File: src/rtl/fba_pkg.sv
package fba_pkg;

    // Bitmap geometry: one bit per physical frame, packed into 32-bit words.
    localparam int MAX_FRAMES    = 4096;
    localparam int WORD_W        = 8 * 4;
    localparam int WORD_COUNT    = MAX_FRAMES / WORD_W;
    localparam int WORD_IDX_W    = $clog2(WORD_COUNT);
    localparam int WORD_CNT_W    = $clog2(WORD_COUNT + 1);
    localparam int BIT_IDX_W     = $clog2(WORD_W);

    // Field widths of the page entry and the frame count register.
    localparam int FRAME_W       = 12;
    localparam int FCOUNT_W      = 13;
    localparam int STATUS_W      = 2;

    // The frame field can only name frames below this limit.
    localparam int FRAME_FIELD_LIMIT = 32'h1000;
    localparam int FRAME_LIMIT   = (MAX_FRAMES < FRAME_FIELD_LIMIT) ?
                                   MAX_FRAMES : FRAME_FIELD_LIMIT;

    localparam logic [WORD_W-1:0]   FULL_WORD    = 32'hFFFF_FFFF;
    localparam logic [FCOUNT_W-1:0] FCOUNT_RESET = 13'd4096;

    // Operation codes carried by the mode field.
    localparam logic MODE_ALLOC = 1'b0;
    localparam logic MODE_FREE  = 1'b1;

    // Result status codes.
    localparam logic [STATUS_W-1:0] STATUS_DONE    = 2'd0;
    localparam logic [STATUS_W-1:0] STATUS_IGNORED = 2'd1;
    localparam logic [STATUS_W-1:0] STATUS_NO_FREE = 2'd2;

    typedef enum logic [1:0] {
        ST_IDLE,
        ST_SCAN,
        ST_FREE_MOD,
        ST_RESULT
    } state_t;

    // Request from the sequencer to the bitmap memory.
    typedef struct packed {
        logic                  rd_en;
        logic [WORD_IDX_W-1:0] rd_addr;
        logic                  wr_en;
        logic [WORD_IDX_W-1:0] wr_addr;
        logic [WORD_W-1:0]     wr_data;
    } ram_req_t;

    // One finished result transaction.
    typedef struct packed {
        logic [FRAME_W-1:0]  frame_out;
        logic                present_bit;
        logic                write_bit;
        logic                user_bit;
        logic [STATUS_W-1:0] status;
    } result_t;

    // Position of the lowest clear bit of a word that is not full.
    function automatic logic [BIT_IDX_W-1:0] lowest_zero(input logic [WORD_W-1:0] word);
        logic [BIT_IDX_W-1:0] pos;
        pos = '0;
        for (int i = WORD_W - 1; i >= 0; i--) begin
            if (!word[i]) begin
                pos = BIT_IDX_W'(i);
            end
        end
        return pos;
    endfunction

endpackage

File: src/rtl/fba_bitmap_ram.sv
module fba_bitmap_ram (
    input  logic                                 aclk,
    input  logic                                 aresetn,
    input  fba_pkg::ram_req_t                    req,
    output logic [fba_pkg::WORD_W-1:0]           rd_data
);

    logic [fba_pkg::WORD_W-1:0]     words_mem [fba_pkg::WORD_COUNT];
    logic [fba_pkg::WORD_COUNT-1:0] vld_reg;
    logic [fba_pkg::WORD_W-1:0]     rd_data_reg;
    logic                           rd_vld_reg;

    // Word storage with a registered read.
    always_ff @(posedge aclk) begin
        if (req.wr_en) begin
            words_mem[req.wr_addr] <= req.wr_data;
        end
        if (req.rd_en) begin
            rd_data_reg <= words_mem[req.rd_addr];
        end
    end

    // A word never written since reset reads as all frames free.
    always_ff @(posedge aclk) begin
        if (!aresetn) begin
            vld_reg    <= '0;
            rd_vld_reg <= 1'b0;
        end else begin
            if (req.wr_en) begin
                vld_reg[req.wr_addr] <= 1'b1;
            end
            if (req.rd_en) begin
                rd_vld_reg <= vld_reg[req.rd_addr];
            end
        end
    end

    assign rd_data = rd_vld_reg ? rd_data_reg : '0;

endmodule

File: src/rtl/fba_ctrl.sv
module fba_ctrl (
    input  logic                                 aclk,
    input  logic                                 aresetn,
    input  logic                                 in_valid,
    output logic                                 in_ready,
    input  logic                                 mode,
    input  logic [fba_pkg::FRAME_W-1:0]          frame_in,
    input  logic                                 kernel_page,
    input  logic                                 writable_page,
    input  logic [fba_pkg::FCOUNT_W-1:0]         frame_count,
    output fba_pkg::ram_req_t                    ram_req,
    input  logic [fba_pkg::WORD_W-1:0]           ram_rdata,
    output logic                                 res_valid,
    input  logic                                 res_ready,
    output fba_pkg::result_t                     res
);

    fba_pkg::state_t                     state_reg, state_next;
    logic                                user_reg, user_next;
    logic                                write_reg, write_next;
    logic [fba_pkg::FRAME_W-1:0]         frame_reg, frame_next;
    logic [fba_pkg::WORD_IDX_W-1:0]      chk_reg, chk_next;
    logic [fba_pkg::WORD_CNT_W-1:0]      words_reg, words_next;
    fba_pkg::result_t                    res_reg, res_next;

    logic [fba_pkg::FCOUNT_W-1:0]        fcount_lim;
    logic [fba_pkg::WORD_CNT_W-1:0]      managed_words;
    logic [fba_pkg::WORD_CNT_W-1:0]      chk_plus;
    logic                                word_hit;
    logic                                last_word;
    logic [fba_pkg::BIT_IDX_W-1:0]       free_bit;
    logic [fba_pkg::WORD_IDX_W-1:0]      free_word;
    logic [fba_pkg::BIT_IDX_W-1:0]       rel_bit;

    // Number of whole words under management, limited to what the bitmap holds.
    assign fcount_lim = (frame_count > fba_pkg::FCOUNT_W'(fba_pkg::FRAME_LIMIT)) ?
                        fba_pkg::FCOUNT_W'(fba_pkg::FRAME_LIMIT) : frame_count;
    assign managed_words = fba_pkg::WORD_CNT_W'(fcount_lim >> fba_pkg::BIT_IDX_W);

    // Scan of the word returned by the memory this cycle.
    assign chk_plus  = fba_pkg::WORD_CNT_W'(chk_reg) + 1'b1;
    assign word_hit  = (ram_rdata != fba_pkg::FULL_WORD);
    assign last_word = (chk_plus == words_reg);
    assign free_bit  = fba_pkg::lowest_zero(ram_rdata);

    // Word and bit of the frame being released.
    assign free_word = frame_reg[fba_pkg::FRAME_W-1:fba_pkg::BIT_IDX_W];
    assign rel_bit   = frame_reg[fba_pkg::BIT_IDX_W-1:0];

    assign in_ready  = (state_reg == fba_pkg::ST_IDLE);
    assign res_valid = (state_reg == fba_pkg::ST_RESULT);
    assign res       = res_reg;

    // Next state.
    always_comb begin
        state_next = state_reg;
        unique case (state_reg)
            fba_pkg::ST_IDLE: begin
                if (in_valid) begin
                    if (mode == fba_pkg::MODE_ALLOC) begin
                        if ((frame_in != '0) || (managed_words == '0)) begin
                            state_next = fba_pkg::ST_RESULT;
                        end else begin
                            state_next = fba_pkg::ST_SCAN;
                        end
                    end else if (frame_in == '0) begin
                        state_next = fba_pkg::ST_RESULT;
                    end else begin
                        state_next = fba_pkg::ST_FREE_MOD;
                    end
                end
            end
            fba_pkg::ST_SCAN: begin
                if (word_hit || last_word) begin
                    state_next = fba_pkg::ST_RESULT;
                end
            end
            fba_pkg::ST_FREE_MOD: begin
                state_next = fba_pkg::ST_RESULT;
            end
            fba_pkg::ST_RESULT: begin
                if (res_ready) begin
                    state_next = fba_pkg::ST_IDLE;
                end
            end
            default: begin
                state_next = fba_pkg::ST_IDLE;
            end
        endcase
    end

    // Memory requests and result formation for each state.
    always_comb begin
        user_next  = user_reg;
        write_next = write_reg;
        frame_next = frame_reg;
        chk_next   = chk_reg;
        words_next = words_reg;
        res_next   = res_reg;
        ram_req    = '0;
        unique case (state_reg)
            fba_pkg::ST_IDLE: begin
                if (in_valid) begin
                    user_next  = ~kernel_page;
                    write_next = writable_page;
                    frame_next = frame_in;
                    chk_next   = '0;
                    words_next = managed_words;
                    res_next   = '0;
                    if (mode == fba_pkg::MODE_ALLOC) begin
                        if (frame_in != '0) begin
                            res_next.frame_out = frame_in;
                            res_next.status    = fba_pkg::STATUS_IGNORED;
                        end else if (managed_words == '0) begin
                            res_next.status    = fba_pkg::STATUS_NO_FREE;
                        end else begin
                            ram_req.rd_en   = 1'b1;
                            ram_req.rd_addr = '0;
                        end
                    end else if (frame_in == '0) begin
                        res_next.status = fba_pkg::STATUS_IGNORED;
                    end else begin
                        ram_req.rd_en   = 1'b1;
                        ram_req.rd_addr = frame_in[fba_pkg::FRAME_W-1:fba_pkg::BIT_IDX_W];
                    end
                end
            end
            fba_pkg::ST_SCAN: begin
                if (word_hit) begin
                    // Claim the lowest free frame of this word.
                    ram_req.wr_en       = 1'b1;
                    ram_req.wr_addr     = chk_reg;
                    ram_req.wr_data     = ram_rdata |
                                          (fba_pkg::WORD_W'(1) << free_bit);
                    res_next.frame_out  = {chk_reg, free_bit};
                    res_next.present_bit = 1'b1;
                    res_next.write_bit  = write_reg;
                    res_next.user_bit   = user_reg;
                    res_next.status     = fba_pkg::STATUS_DONE;
                end else if (last_word) begin
                    res_next.status = fba_pkg::STATUS_NO_FREE;
                end else begin
                    // Fetch the following word while this one is checked.
                    chk_next        = chk_plus[fba_pkg::WORD_IDX_W-1:0];
                    ram_req.rd_en   = 1'b1;
                    ram_req.rd_addr = chk_plus[fba_pkg::WORD_IDX_W-1:0];
                end
            end
            fba_pkg::ST_FREE_MOD: begin
                ram_req.wr_en   = 1'b1;
                ram_req.wr_addr = free_word;
                ram_req.wr_data = ram_rdata & ~(fba_pkg::WORD_W'(1) << rel_bit);
                res_next        = '0;
                res_next.status = fba_pkg::STATUS_DONE;
            end
            fba_pkg::ST_RESULT: begin
            end
            default: begin
            end
        endcase
    end

    always_ff @(posedge aclk) begin
        if (!aresetn) begin
            state_reg <= fba_pkg::ST_IDLE;
        end else begin
            state_reg <= state_next;
        end
    end

    always_ff @(posedge aclk) begin
        user_reg  <= user_next;
        write_reg <= write_next;
        frame_reg <= frame_next;
        chk_reg   <= chk_next;
        words_reg <= words_next;
        res_reg   <= res_next;
    end

    // The bitmap is written only by a successful claim or a release.
    assert property (@(posedge aclk) disable iff (!aresetn)
        ram_req.wr_en |-> (state_reg == fba_pkg::ST_SCAN) ||
                          (state_reg == fba_pkg::ST_FREE_MOD))
        else $error("bitmap write outside claim or release");

    // A claim sets exactly one bit that was clear.
    assert property (@(posedge aclk) disable iff (!aresetn)
        (ram_req.wr_en && (state_reg == fba_pkg::ST_SCAN)) |->
            ($countones(ram_req.wr_data) == $countones(ram_rdata) + 1))
        else $error("claim did not set exactly one free bit");

    // The scan never runs past the managed words.
    assert property (@(posedge aclk) disable iff (!aresetn)
        (state_reg == fba_pkg::ST_SCAN) |->
            (fba_pkg::WORD_CNT_W'(chk_reg) < words_reg))
        else $error("scan beyond managed words");

    // A failed allocation reports no frame and a clear present bit.
    assert property (@(posedge aclk) disable iff (!aresetn)
        ((state_reg == fba_pkg::ST_RESULT) &&
         (res_reg.status == fba_pkg::STATUS_NO_FREE)) |->
            ((res_reg.frame_out == '0) && !res_reg.present_bit))
        else $error("no-free result carries a frame");

endmodule

File: src/rtl/frame_bitmap_allocator.sv
// First-fit physical frame allocator over a bitmap held in a 128 x 32-bit memory,
// one bit per frame, all frames free after reset. An allocation (mode 0) on an
// unmapped page scans the managed words from word 0 upward at one word per cycle
// through the single read port of the bitmap memory, then sets the lowest clear
// bit. A free (mode 1) is one read-modify-write. One request is processed at a
// time, and a new input transaction is taken while the previous result still
// waits in the output register. Every request produces exactly one result
// transaction. The user must write frame_count through cfg_wr_en and cfg_wr_data
// only while the block is idle; the block itself does not enforce this.
module frame_bitmap_allocator (
    input  logic                                 aclk,
    input  logic                                 aresetn,
    input  logic                                 cfg_wr_en,
    input  logic [fba_pkg::FCOUNT_W-1:0]         cfg_wr_data,
    input  logic                                 s_valid,
    output logic                                 s_ready,
    input  logic                                 s_mode,
    input  logic [fba_pkg::FRAME_W-1:0]          s_frame_in,
    input  logic                                 s_kernel_page,
    input  logic                                 s_writable_page,
    output logic                                 m_valid,
    input  logic                                 m_ready,
    output logic [fba_pkg::FRAME_W-1:0]          m_frame_out,
    output logic                                 m_present_bit,
    output logic                                 m_write_bit,
    output logic                                 m_user_bit,
    output logic [fba_pkg::STATUS_W-1:0]         m_status
);

    logic [fba_pkg::FCOUNT_W-1:0] frame_count_reg;
    fba_pkg::ram_req_t            ram_req;
    logic [fba_pkg::WORD_W-1:0]   ram_rdata;
    logic                         res_valid;
    logic                         res_ready;
    fba_pkg::result_t             res;
    logic                         out_valid_reg, out_valid_next;
    fba_pkg::result_t             out_reg, out_next;

    // Frame count register.
    always_ff @(posedge aclk) begin
        if (!aresetn) begin
            frame_count_reg <= fba_pkg::FCOUNT_RESET;
        end else if (cfg_wr_en) begin
            frame_count_reg <= cfg_wr_data;
        end
    end

    fba_bitmap_ram u_ram (
        .aclk    (aclk),
        .aresetn (aresetn),
        .req     (ram_req),
        .rd_data (ram_rdata)
    );

    fba_ctrl u_ctrl (
        .aclk          (aclk),
        .aresetn       (aresetn),
        .in_valid      (s_valid),
        .in_ready      (s_ready),
        .mode          (s_mode),
        .frame_in      (s_frame_in),
        .kernel_page   (s_kernel_page),
        .writable_page (s_writable_page),
        .frame_count   (frame_count_reg),
        .ram_req       (ram_req),
        .ram_rdata     (ram_rdata),
        .res_valid     (res_valid),
        .res_ready     (res_ready),
        .res           (res)
    );

    // Output register: takes a result whenever it is empty or being drained.
    assign res_ready = !out_valid_reg || m_ready;

    always_comb begin
        out_valid_next = out_valid_reg;
        out_next       = out_reg;
        if (m_ready) begin
            out_valid_next = 1'b0;
        end
        if (res_valid && res_ready) begin
            out_valid_next = 1'b1;
            out_next       = res;
        end
    end

    always_ff @(posedge aclk) begin
        if (!aresetn) begin
            out_valid_reg <= 1'b0;
        end else begin
            out_valid_reg <= out_valid_next;
        end
    end

    always_ff @(posedge aclk) begin
        out_reg <= out_next;
    end

    assign m_valid       = out_valid_reg;
    assign m_frame_out   = out_reg.frame_out;
    assign m_present_bit = out_reg.present_bit;
    assign m_write_bit   = out_reg.write_bit;
    assign m_user_bit    = out_reg.user_bit;
    assign m_status      = out_reg.status;

endmodule
File: config.mk
export PLATFORM = sky130hd
export DESIGN_NAME = frame_bitmap_allocator
export DESIGN_NICKNAME = d
export VERILOG_FILES = /design/src/rtl/fba_pkg.sv /design/src/rtl/fba_bitmap_ram.sv /design/src/rtl/fba_ctrl.sv /design/src/rtl/frame_bitmap_allocator.sv
export SDC_FILE = /design/constraint.sdc
export NUM_CORES = 2
export LEC_CHECK = 0
export ABC_AREA = 1
export BUFFER_PORTS_ARGS = -buffer_cell sky130_fd_sc_hd__buf_2
export CAP_MARGIN = 20
export CORE_UTILIZATION = 45
export CTS_CLUSTER_DIAMETER = 200
export DETAILED_ROUTE_END_ITERATION = 6
export SLEW_MARGIN = 20
export SYNTH_ARGS = -nofsm -noshare
export SYNTH_HDL_FRONTEND = slang
export SYNTH_SLANG_ARGS = --single-unit
File: constraint.sdc
create_clock -name aclk -period 8.4 [get_ports aclk]
set_clock_uncertainty 0.05 [all_clocks]
set_input_delay 0.42 -clock aclk [delete_from_list [all_inputs] [get_ports aclk]]
set_output_delay 0.42 -clock aclk [all_outputs]
set_load 0.005 [all_outputs]
==> results_dict.tcl <==
set metrics [dict create \
    area.growth.synth_to_final_pct 12.4 \
    dieArea_um2 386000 \
    grt_use_total_pct 26.1 \
    crit_buf_inv 4 \
    synth_top_family_by_area "simple AND/OR/NAND/NOR gates" \
    wl_um 521000 \
    cp_common_cell "nand2_1" \
    post_cts_buffers 0 \
    cp_max_fo 134 \
    cts_buffer_depth 4 \
    multiInputGateArea_um2 40300 \
    synth_common_cells "4,191 x edfxtp_1, 3,865 x nor2_1, 1,345 x o21ai_0, 928 x o32ai_1, 556 x clkbuf_1" \
    insertion_delay_ns 0.99 \
    seq_area_frac_synth_pct 74.6 \
    synth_edf_count 4191 \
    core_um2 382000 \
    std_cell_rows 227 \
    grt_max_degree 173 \
    syn_nets 13500 \
    vdd_drop_max_v 0.000205 \
    fillerInstances 32300 \
    synth_compound_area_share_pct 11.2 \
    max-slew-margin-rel_pct 20.9 \
    dpl.hpwl_um 284000 \
    swShare_pct 27.2 \
    nets 13400 \
    port-buffer-count 51 \
    finalCritPeriodShare_pct 75.1 \
    status "finished, violations left" \
    reg2reg_slack_ns 2.09 \
    grt_antenna_before_repair 23 \
    gp_congestion 0.928 \
    via_per_inst 6.04 \
    syn_inst 13400 \
    largest_reg_flops 4096 \
    cts_root_buf "clkbuf_16" \
    yosys-mux-area-fraction_pct 0 \
    path_cells "ha_1, xnor2_1, xor2_1, nand2_1, a21oi_1, o211ai_1, nor3_2, nor2_4, nand2_2, nand2_8, inv_8, buf_12, buf_4, buf_4, nor2_1, o32ai_1, o21ai_1, o22ai_1, nand2_1, nand3_1, nand3_1, nand2_1" \
    rsz0062_at_grt "no" \
    synth_fa_ha_area_share_pct 0.0507 \
    power.share.clock_pct 37.2 \
    synthArstFlopShare_pct 0 \
    hold_viol 0 \
    p_leak_nw 55.1 \
    violations "design-rule violations" \
    drtIter0Drc 15000 \
    holdPathStages 3 \
    dpl-instance-area_um2 180000 \
    period_minus_slack_ns 6.31 \
    start_kind "flop" \
    firstDrtPassIters 7 \
    ant_nets 0 \
    slowest_delay_ns 0.69 \
    stdcell_area_um2 194000 \
    combinationalPowerShare_pct 13.8 \
    syn_area_per_cell_um2 12.9 \
    syn_area_um2 173000 \
    dr_total_vias 113000 \
    io_pins 52 \
    holdCritStartpoint "s_valid" \
    synth.area.top_cells "edfxtp_1 73%, nor2_1 8.4%, o32ai_1 4.7%, o21ai_0 3.9%, dfxtp_1 1.7%" \
    ys_types 43 \
    rr_worst_depth 22 \
    synth-seq-cells 4336 \
    p_int_w 0.0365 \
    drc 2 \
    clk_pin_slew_ns 0.06 \
    synth_most_common_cell "edfxtp_1" \
    maxCapViolations 0 \
    drive_above_1_share_pct 9.72 \
    grt_pass1_vias 105000 \
    holdPathEnd "u_ctrl.res[1]$_DFFE_PP_" \
    setup_viol 0 \
    path_delay_family "buffers and inverters" \
    power.density_nw_per_um2 258 \
    endpoint_kind "flop" \
    synth_top_cell_by_area "edfxtp_1" \
    grt_pass1_wl_um 744000 \
    critPathArrivalTime_ns 7.08 \
    hold_path_class "primary input to flop" \
    cts.sinks 4336 \
    path_class "flop to flop" \
    critPathSlowestCell "inv_8" \
    synth-simple-area-share_pct 11.2 \
    max_freq_mhz 158 \
    chipWidth_um 621 \
    ys.flop_type "edfxtp_1" \
    synth_xor_area_share_pct 0.0449 \
    ctsResizeCount 0 \
    numCtsBuffers 434 \
    drv_slew 0 \
    overflow 0 \
    dieHeight_um 621 \
    yosysWarnings 0 \
    tritoncts "yes" \
    register_area_um2 129000 \
    synth_top_area_share_pct 72.9 \
    r2r-end "u_ram.rd_data_reg[10]$_DFFE_PP_" \
    sequentialPowerShare_pct 49.0 \
    p_switching_w 0.0136 \
    worstReg2RegStart "u_ctrl.chk_reg[0]$_SDFFCE_PN0P_" \
    worst_pin_slew_ns 1.18 \
    wl_per_cell_um 27.8 \
    cp.required_ns 9.17 \
    cts_max_level 5 \
    tns_ns 0 \
    start_util_pct 45.2 \
]
==> layout make-up <==
type,count,area share (%)
inverter,118,0.244
clock buffer,576,6.07
tap,5038,3.25
clock inverter,221,0.909
multi-input combinational,7987,20.8
timing repair buffer,478,2.35
antenna,10,0.0129
sequential,4336,66.4
==> worst reg2reg max path, stage by stage (launching register included) <==
cell and delay, ns:
edfxtp_1 0.49, ha_1 0.29, xnor2_1 0.38, xor2_1 0.18, nand2_1 0.09, a21oi_1 0.14, o211ai_1 0.12, nor3_2 0.24
nor2_4 0.08, nand2_2 0.11, nand2_8 0.30, inv_8 0.71, buf_12 0.68, buf_4 0.62, buf_4 0.28, nor2_1 0.06
o32ai_1 0.24, o21ai_1 0.09, o22ai_1 0.18, nand2_1 0.06, nand3_1 0.30, nand3_1 0.31, nand2_1 0.13
==> kinds of logic (layout without fill, tap and decap cells) <==
| group | after synthesis | in the layout |
|---|---|---|
| and+or+nand+nor | 4921 | 4921 |
| DFF | 4336 | 4336 |
| AOI/OAI and AO/OA | 3051 | 3051 |
| buffers and inverters | 1090 | 1393 |
| xor gates and xnor gates | 8 | 8 |
| adders and majority gates | 7 | 7 |
| other | 0 | 10 |
==> metal layers <==
layer  GRT usage [%]  share of wire [%]
met4            10.8                4.5
met1            37.3                 41
met5               0             0.0025
met3            4.39                9.5
met2            39.9                 45
==> metrics by stage <==
step / setup WS [ns] / hold slack (ns) / instances / total power [W] / util, %
3_5_place_dp: 2.32 / 0.356 / 17900 / 0.0317 / 47.1
5_1_grt: 1.87 / 0.0818 / 18800 / 0.0515 / 50.8
6_report: 2.09 / 0.0518 / 18800 / 0.0501 / 50.8
4_1_cts: 2.24 / 0.000838 / 18800 / 0.0501 / 50.7
3_3_place_gp: 2.26 / 0.353 / 17900 / 0.0317 / 47.0
2_1_floorplan: 1.85 / 0.350 / 13400 / 0.0289 / -
==> worst max-delay path by stage <==
stage	from	endpoint	slack, ns	depth (start not counted)
after floorplan	u_ram.rd_data_reg[30]$_DFFE_PP_	u_ram.words_mem[0][12]$_DFFE_PP_	1.85	33
after global placement	u_ctrl.chk_reg[0]$_SDFFCE_PN0P_	u_ram.rd_data_reg[10]$_DFFE_PP_	2.26	22
after detailed placement	u_ctrl.chk_reg[0]$_SDFFCE_PN0P_	u_ram.rd_data_reg[10]$_DFFE_PP_	2.32	22
after CTS	u_ctrl.chk_reg[0]$_SDFFCE_PN0P_	u_ram.rd_data_reg[10]$_DFFE_PP_	2.24	22
after global routing	u_ctrl.chk_reg[0]$_SDFFCE_PN0P_	u_ram.rd_data_reg[10]$_DFFE_PP_	1.87	22
final	u_ctrl.chk_reg[0]$_SDFFCE_PN0P_	u_ram.rd_data_reg[10]$_DFFE_PP_	2.09	22
==> layout by cell type, fill, tap and decap left out, types with 111 or more instances in the layout <==
cell type and instances:
edfxtp_1 4191, nor2_1 3737, o21ai_0 1345, o32ai_1 928, nand2_1 521, clkbuf_16 440
nand3_1 350, o22ai_1 328, buf_4 298, o21ai_1 292, dfxtp_1 145, nor2_4 130
or2_2 126, clkbuf_1 111
==> power groups by stage <==
| stage | registers [W] | logic [W] | clock network, W |
|---|---|---|---|
| 2_1_floorplan | 0.0250 | 0.00391 | 0 |
| 3_3_place_gp | 0.0250 | 0.00670 | 0 |
| 3_5_place_dp | 0.0250 | 0.00672 | 0 |
| 4_1_cts | 0.0245 | 0.00676 | 0.0188 |
| 5_1_grt | 0.0246 | 0.00729 | 0.0196 |
| 6_report | 0.0245 | 0.00691 | 0.0187 |
==> repair_timing <==
action                                  CTS  global route
endpoints found under the setup margin    0             0
endpoints found under the hold margin    52             0
hold buffers                             56             0
Note: power is estimated with default switching activity, not from simulation.
